### config.mk
export PLATFORM = sky130hd
export DESIGN_NAME = dsu_controller
export DESIGN_NICKNAME = d
export VERILOG_FILES = /design/src/rtl/dsu_pkg.sv /design/src/rtl/dsu_controller.sv
export SDC_FILE = /design/constraint.sdc
export NUM_CORES = 1
export LEC_CHECK = 0
export CORE_AREA = 2 2 39 41
export DETAILED_ROUTE_END_ITERATION = 8
export DIE_AREA = 0 0 41 43
export DONT_BUFFER_PORTS = 1
export PLACE_DENSITY = 0.44
export REMOVE_ABC_BUFFERS = 1
export SLEW_MARGIN = 20
export SYNTH_ARGS = -nofsm -noshare
export SYNTH_HDL_FRONTEND = slang
export SYNTH_SLANG_ARGS = --single-unit
export TNS_END_PERCENT = 20
### constraint.sdc
create_clock -name clock -period 1.5 [get_ports clock]
set_input_delay 0.225 -clock clock [delete_from_list [all_inputs] [get_ports clock]]
set_output_delay 0.225 -clock clock [all_outputs]
set_load 0.01 [all_outputs]
### src/rtl/dsu_pkg.sv
// shared constants, types and helpers of the disjoint-set union engine
package dsu_pkg;

   // element table geometry
   localparam int MAX_ELEMENTS = 1024;
   localparam int IDX_W        = $clog2(MAX_ELEMENTS);
   localparam int SIZE_W       = $clog2(MAX_ELEMENTS) + 1;
   localparam int COUNT_W      = 11;

   // operation codes of a request transaction
   localparam logic CMD_UNION = 1'b0;
   localparam logic CMD_QUERY = 1'b1;

   // controller states
   typedef enum logic [2:0] {
      ST_CLEAR,
      ST_IDLE,
      ST_PARENT,
      ST_GRAND,
      ST_SIZE_B,
      ST_LINK,
      ST_EMIT
   } dsu_state_type;

   // datapath operations issued by the controller
   typedef enum logic [3:0] {
      OP_NONE,
      OP_CLEAR,
      OP_LOAD,
      OP_STEP,
      OP_HALVE,
      OP_ROOT_A,
      OP_ROOT_B,
      OP_SIZE_B,
      OP_LINK,
      OP_EMIT
   } dsu_op_type;

   // controller to datapath
   typedef struct packed {
      dsu_op_type op;
   } dsu_ctrl_type;

   // datapath to controller
   typedef struct packed {
      logic range_err;
      logic p_is_root;
      logic same_root;
      logic is_query;
      logic clr_last;
      logic rsp_busy;
   } dsu_stat_type;

   // written count saturated into 1..MAX_ELEMENTS
   function automatic logic [COUNT_W-1:0] clamp_count(input logic [COUNT_W-1:0] value);
      logic [COUNT_W-1:0] result;
      result = value;
      if (value == '0) begin
         result = COUNT_W'(1);
      end else if (value > COUNT_W'(MAX_ELEMENTS)) begin
         result = COUNT_W'(MAX_ELEMENTS);
      end
      return result;
   endfunction

endpackage

### src/rtl/dsu_controller.sv
// sequencer for clear sweep, root walks, linking and response
module dsu_controller (
   input  logic                  clock,
   input  logic                  reset,
   input  logic                  req_valid,
   output logic                  req_ready,
   input  logic                  csr_fire,
   input  dsu_pkg::dsu_stat_type stat,
   output dsu_pkg::dsu_ctrl_type ctrl
);

   dsu_pkg::dsu_state_type state_ff, state_in;
   logic                   phase_ff, phase_in;

   // next state
   always_comb begin
      state_in = state_ff;
      phase_in = phase_ff;
      unique case (state_ff)
         dsu_pkg::ST_CLEAR: begin
            if (stat.clr_last) begin
               state_in = dsu_pkg::ST_IDLE;
            end
         end
         dsu_pkg::ST_IDLE: begin
            if (req_valid) begin
               state_in = dsu_pkg::ST_PARENT;
               phase_in = 1'b0;
            end
         end
         dsu_pkg::ST_PARENT: begin
            if (stat.range_err) begin
               state_in = dsu_pkg::ST_EMIT;
            end else if (!stat.p_is_root) begin
               state_in = dsu_pkg::ST_GRAND;
            end else if (!phase_ff) begin
               phase_in = 1'b1;
            end else if (stat.is_query) begin
               state_in = dsu_pkg::ST_EMIT;
            end else if (stat.same_root) begin
               state_in = dsu_pkg::ST_IDLE;
            end else begin
               state_in = dsu_pkg::ST_SIZE_B;
            end
         end
         dsu_pkg::ST_GRAND:  state_in = dsu_pkg::ST_PARENT;
         dsu_pkg::ST_SIZE_B: state_in = dsu_pkg::ST_LINK;
         dsu_pkg::ST_LINK:   state_in = dsu_pkg::ST_IDLE;
         dsu_pkg::ST_EMIT: begin
            if (!stat.rsp_busy) begin
               state_in = dsu_pkg::ST_IDLE;
            end
         end
         default: state_in = dsu_pkg::ST_CLEAR;
      endcase
      // a count write restarts the clear sweep
      if (csr_fire) begin
         state_in = dsu_pkg::ST_CLEAR;
      end
   end

   // outputs
   always_comb begin
      ctrl.op   = dsu_pkg::OP_NONE;
      req_ready = 1'b0;
      unique case (state_ff)
         dsu_pkg::ST_CLEAR: begin
            ctrl.op = dsu_pkg::OP_CLEAR;
         end
         dsu_pkg::ST_IDLE: begin
            req_ready = 1'b1;
            if (req_valid) begin
               ctrl.op = dsu_pkg::OP_LOAD;
            end
         end
         dsu_pkg::ST_PARENT: begin
            if (stat.range_err) begin
               ctrl.op = dsu_pkg::OP_NONE;
            end else if (!stat.p_is_root) begin
               ctrl.op = dsu_pkg::OP_STEP;
            end else if (!phase_ff) begin
               ctrl.op = dsu_pkg::OP_ROOT_A;
            end else begin
               ctrl.op = dsu_pkg::OP_ROOT_B;
            end
         end
         dsu_pkg::ST_GRAND:  ctrl.op = dsu_pkg::OP_HALVE;
         dsu_pkg::ST_SIZE_B: ctrl.op = dsu_pkg::OP_SIZE_B;
         dsu_pkg::ST_LINK:   ctrl.op = dsu_pkg::OP_LINK;
         dsu_pkg::ST_EMIT: begin
            if (!stat.rsp_busy) begin
               ctrl.op = dsu_pkg::OP_EMIT;
            end
         end
         default: ctrl.op = dsu_pkg::OP_NONE;
      endcase
      // no request is taken while the count is written
      if (csr_fire) begin
         ctrl.op   = dsu_pkg::OP_NONE;
         req_ready = 1'b0;
      end
   end

   // state registers
   always_ff @(posedge clock) begin
      if (reset) begin
         state_ff <= dsu_pkg::ST_CLEAR;
         phase_ff <= 1'b0;
      end else begin
         state_ff <= state_in;
         phase_ff <= phase_in;
      end
   end

endmodule
; ---- Word-level counts from Yosys, hierarchy flattened
; Index checks and enable logic that the tools add are counted.
[word_totals]
out_inout_bits = 5
elab_cells = 41
regBits = 4
inputBits = 10
[classes]
mux = 22
n_eq_ne = 12
reduce_logical = 5
[op_table]
columns = operator, n
row1 = 2-to-1 mux 3 bit, 10
row2 = one-hot mux 4 bit (7 select lines), 1
row3 = one-hot mux 3 bit (7 select lines), 1
row4 = inequality test 2 bit (second input constant), 5
row5 = equality test 3 bit (second input constant), 3
row6 = 2-to-1 mux 4 bit, 2
row7 = AND reduction 4 bit, 2
row8 = equality test 3 x 2 -> 1 bit (second input constant), 2
row9 = 2-to-1 mux 1 bit, 5
row10 = 2-to-1 mux 2 bit, 2
row11 = inequality test 4 bit (second input constant), 1
row12 = equality test 3 x 1 -> 1 bit (second input constant), 1
row13 = zero test 3 bit, 1
row14 = one-hot mux 1 bit (2 select lines), 1
row15 = nonzero test 2 bit, 1
row16 = OR reduction 2 bit, 1

; ---- Logic depth before layout (Yosys ltp)
[logic_depth]
word_depth = 6
depth_mapped = 4
depth_no_buf = 3

; ---- Worst setup path before layout
; OpenSTA, ideal clock, no wires.
[synth_path]
kind = register to output
startpoint = register state_ff[2]
endpoint = output port ctrl[1] (netlist name)
path_stages_with_launch = 5
t_required_ns = 1.275
t_arrival_ns = 1.251
path_slack_ns = 0.024
path_buffers = 1
cell_sequence = dfxtp_1 buf_2 nor4b_4 o21ai_0 a221oi_1
[synth_rtl]
columns = item, line_no
row1 = "start, declared", dsu_controller.sv:12  ; dsu_pkg::dsu_state_type state_ff, state_in;
row2 = "start signal, assigned", dsu_controller.sv:107  ; state_ff <= dsu_pkg::ST_CLEAR;
row3 = "start signal, assigned", dsu_controller.sv:110  ; state_ff <= state_in;
row4 = "end, declared", dsu_controller.sv:9  ; output dsu_pkg::dsu_ctrl_type ctrl

==> flow_summary.yaml <==
final_layout:
  insertedDiodeCount: 0
  multi_input_area_um2: 307
  nFillCells: 154
  drive_gt1_frac: 0.373
  syn2layout_area_growth_pct: 28.0
  ff_latch_area_um2: 82.6
  final_net_count: 71
  utilization: 0.372
place:
  dpl_worst_slack_ns: 0.0759
  gp_congestion: 0.733
  port_buffers: 0
  place_hpwl_um: 864
logic_synthesis:
  yosys.area.top_type: "dfxtp_1"
  synth.avg_cell_area_um2: 7.88
  ys_ff_latch: 4
  synth_seq_area_share: 0.199
  synth_area_um2: 402
  async_flop_share: 0
  yosysWarningCount: 0
  synth_cells: 51
  synthFlopType: "dfxtp_1"
  synth_area_leaders: "dfxtp_1, o21ai_0, nor4b_4, buf_6, nor3_1"
  ys_types: 30
  yosysTopAreaCellShare: 0.199
  synth_edf_count: 0
clocking:
  cts_sinks: 4
  cts-root-buf: "clkbuf_4"
  ctsHoldBuffers: 0
  cts_max_level: 1
  cts_buffer_depth: 2
  clk_pin_slew_ns: 0.04
  clock_latency_ns: 0.24
  tritoncts.num_buffers: 3
  cts_tree: "done"
drt:
  via_per_inst: 5.52
  antenna_left: 0
  routed_wl_um: 1170
  wirelength_met1_um: 529
  drt-pass1-iter-count: 2
  wl_per_cell_um: 15.6
  top_layer_used: "met4"
  dr_wl_met2_um: 567
  drc: 0
  vias: 414
  drt-initial-drc-count: 7
  wl_met3_um: 56
grt:
  grt_antenna_before_repair: 0
  grt_max_degree: 12
  grt_first_pass_wirelength_um: 1740
  grtUsageTotal: 0.150
  grt_overflow_total: 0
  grt_pass1_vias: 379
setup_path:
  critPathMaxFanout: 3
  r2r_end: "state_ff[2]"
  r2r_cells: 4
  r2r_start: "state_ff[2]"
  crit_path_end: "ctrl[1]"
  r2r_slack_ns: 0.12
  startpoint_type: "flop"
  worst_setup_path_end_kind: "output pin"
  path_class: "reg -> out"
  crit_arrival_ns: 1.37
  cp_data_required_time_ns: 1.27
  worstSetupStartpoint: "state_ff[2]"
sta:
  tightest_slew_ns: 0.269
  final_min_period_over_clock_period: 1.07
  rsz0062_at_grt: "true"
  finClkSkew_ns: 0.00156
  fin_crit_ns: 1.60
  setup_viol: 2
  fin_tns_setup_ns: -0.176
  fmax_mhz: 626
  relSlewSlack: 0.819
  final-hold-violation-count: 0
  fin_ws_ns: -0.0987
  slew_viol_final: 0
pwr:
  p_leak_nw: 0.187
  power_density_mw_per_mm2: 582
  total_power_mw: 0.299
  vdd_drop_max_mv: 0.348
status:
  status: "finished, violations left"
  violations: "setup timing"
floorplanning:
  die_h_um: 43
  rows: 14
  start_util: 0.290
  num_io_pins: 15
  dieWidth_um: 41
  core_mm2: 0.00138
  die_area_mm2: 0.00176
hold_path:
  hold_class: "in -> reg"
  min_from: "reset"
flow_run:
  max_cap_viol_count: 0
-- layer usage --
| layer | vias to the layer above | track usage |
|---|---|---|
| li1 | 208 | - |
| met1 | 194 | 0.195 |
| met2 | 10 | 0.213 |
| met3 | 2 | 0.0628 |
| met4 | 0 | 0.0600 |
| met5 | - | 0 |
-- final cells by class --
class                   instances  area share
well taps                      16      0.0389
inverters                       4      0.0292
flip-flops and latches          4       0.161
repair buffers                  8       0.131
multi-input cells              40       0.596
clock buffers                   3      0.0438
-- sequential cells by signal (all words and copies together), names as in the netlist --
| name | count |
|---|---|
| state_ff | 3 |
| phase_ff | 1 |
-- through the flow --
| step | hold slack (ns) | area, um^2 | cells |
|---|---|---|---|
| 2_1_floorplan | 0.304 | 374 | 48 |
| 3_3_place_gp | 0.312 | 447 | 71 |
| 3_5_place_dp | 0.308 | 447 | 71 |
| 4_1_cts | 0.0474 | 504 | 75 |
| 5_1_grt | 0.0661 | 514 | 75 |
| 6_report | 0.0629 | 514 | 75 |
-- repair_timing --
item                       in CTS  in global routing
setup endpoints to repair       5                  5
cloned                          0                  0
resized for setup               9                  2
setup buffers                   1                  0
pin swaps                       3                  0
-- Yosys cell counts (all sizes together), types with 2 or more instances --
master / instances
nand3: 2
nor3: 4
o21ai: 6
nor2: 4
nor4b: 2
inv: 4
buf: 3
a21oi: 2
nand2: 2
dfxtp: 4
a221oi: 2
nand2b: 2
-- cells in the final DEF (no fill, tap or decap), drive strengths merged --
cell and instances:
buf 8, o21ai 6, inv 4, nor2 4
nor3 4, dfxtp 4, clkbuf 3, nand3 2
a21oi 2, nand2b 2, a221oi 2, nand2 2
nor4b 2, nor2b 1, and2b 1, or2b 1
and3b 1, or4b 1, nor4bb 1, a21bo 1
o311a 1, mux2i 1, nor3b 1, or4bb 1
o41ai 1, nand4 1, a31oi 1
-- report_power, final --
group / internal, mW / switching [mW]
clock: 0.0895 / 0.0441
sequential: 0.110 / 0.00266
combinational: 0.0251 / 0.0280
total: 0.224 / 0.0748
-- cells by family (layout without fill, tap and decap cells) --
kind of cell    Yosys count  in the layout  share of synthesized area
flops                     4              4                      0.199
buf+inv                   7             15                      0.106
mux                       1              1                     0.0249
compound gates           14             14                      0.240
simple gates             25             25                      0.430
-- worst max-delay path: stages, from the launching register on --
cell      delay, ns
dfxtp_2        0.33
nor4b_4        0.28
o21ai_1        0.12
a221oi_2       0.25
buf_4          0.16
-- worst min path at each step --
stage / endpoint / slack, ns / cells past startpoint
global placement: phase_ff / 0.31 / 1
CTS: phase_ff / 0.05 / 1
floorplan: phase_ff / 0.30 / 1
finish: phase_ff / 0.06 / 1
global route: phase_ff / 0.07 / 1
detailed placement: phase_ff / 0.31 / 1
Power figures use the tool's default switching activity.
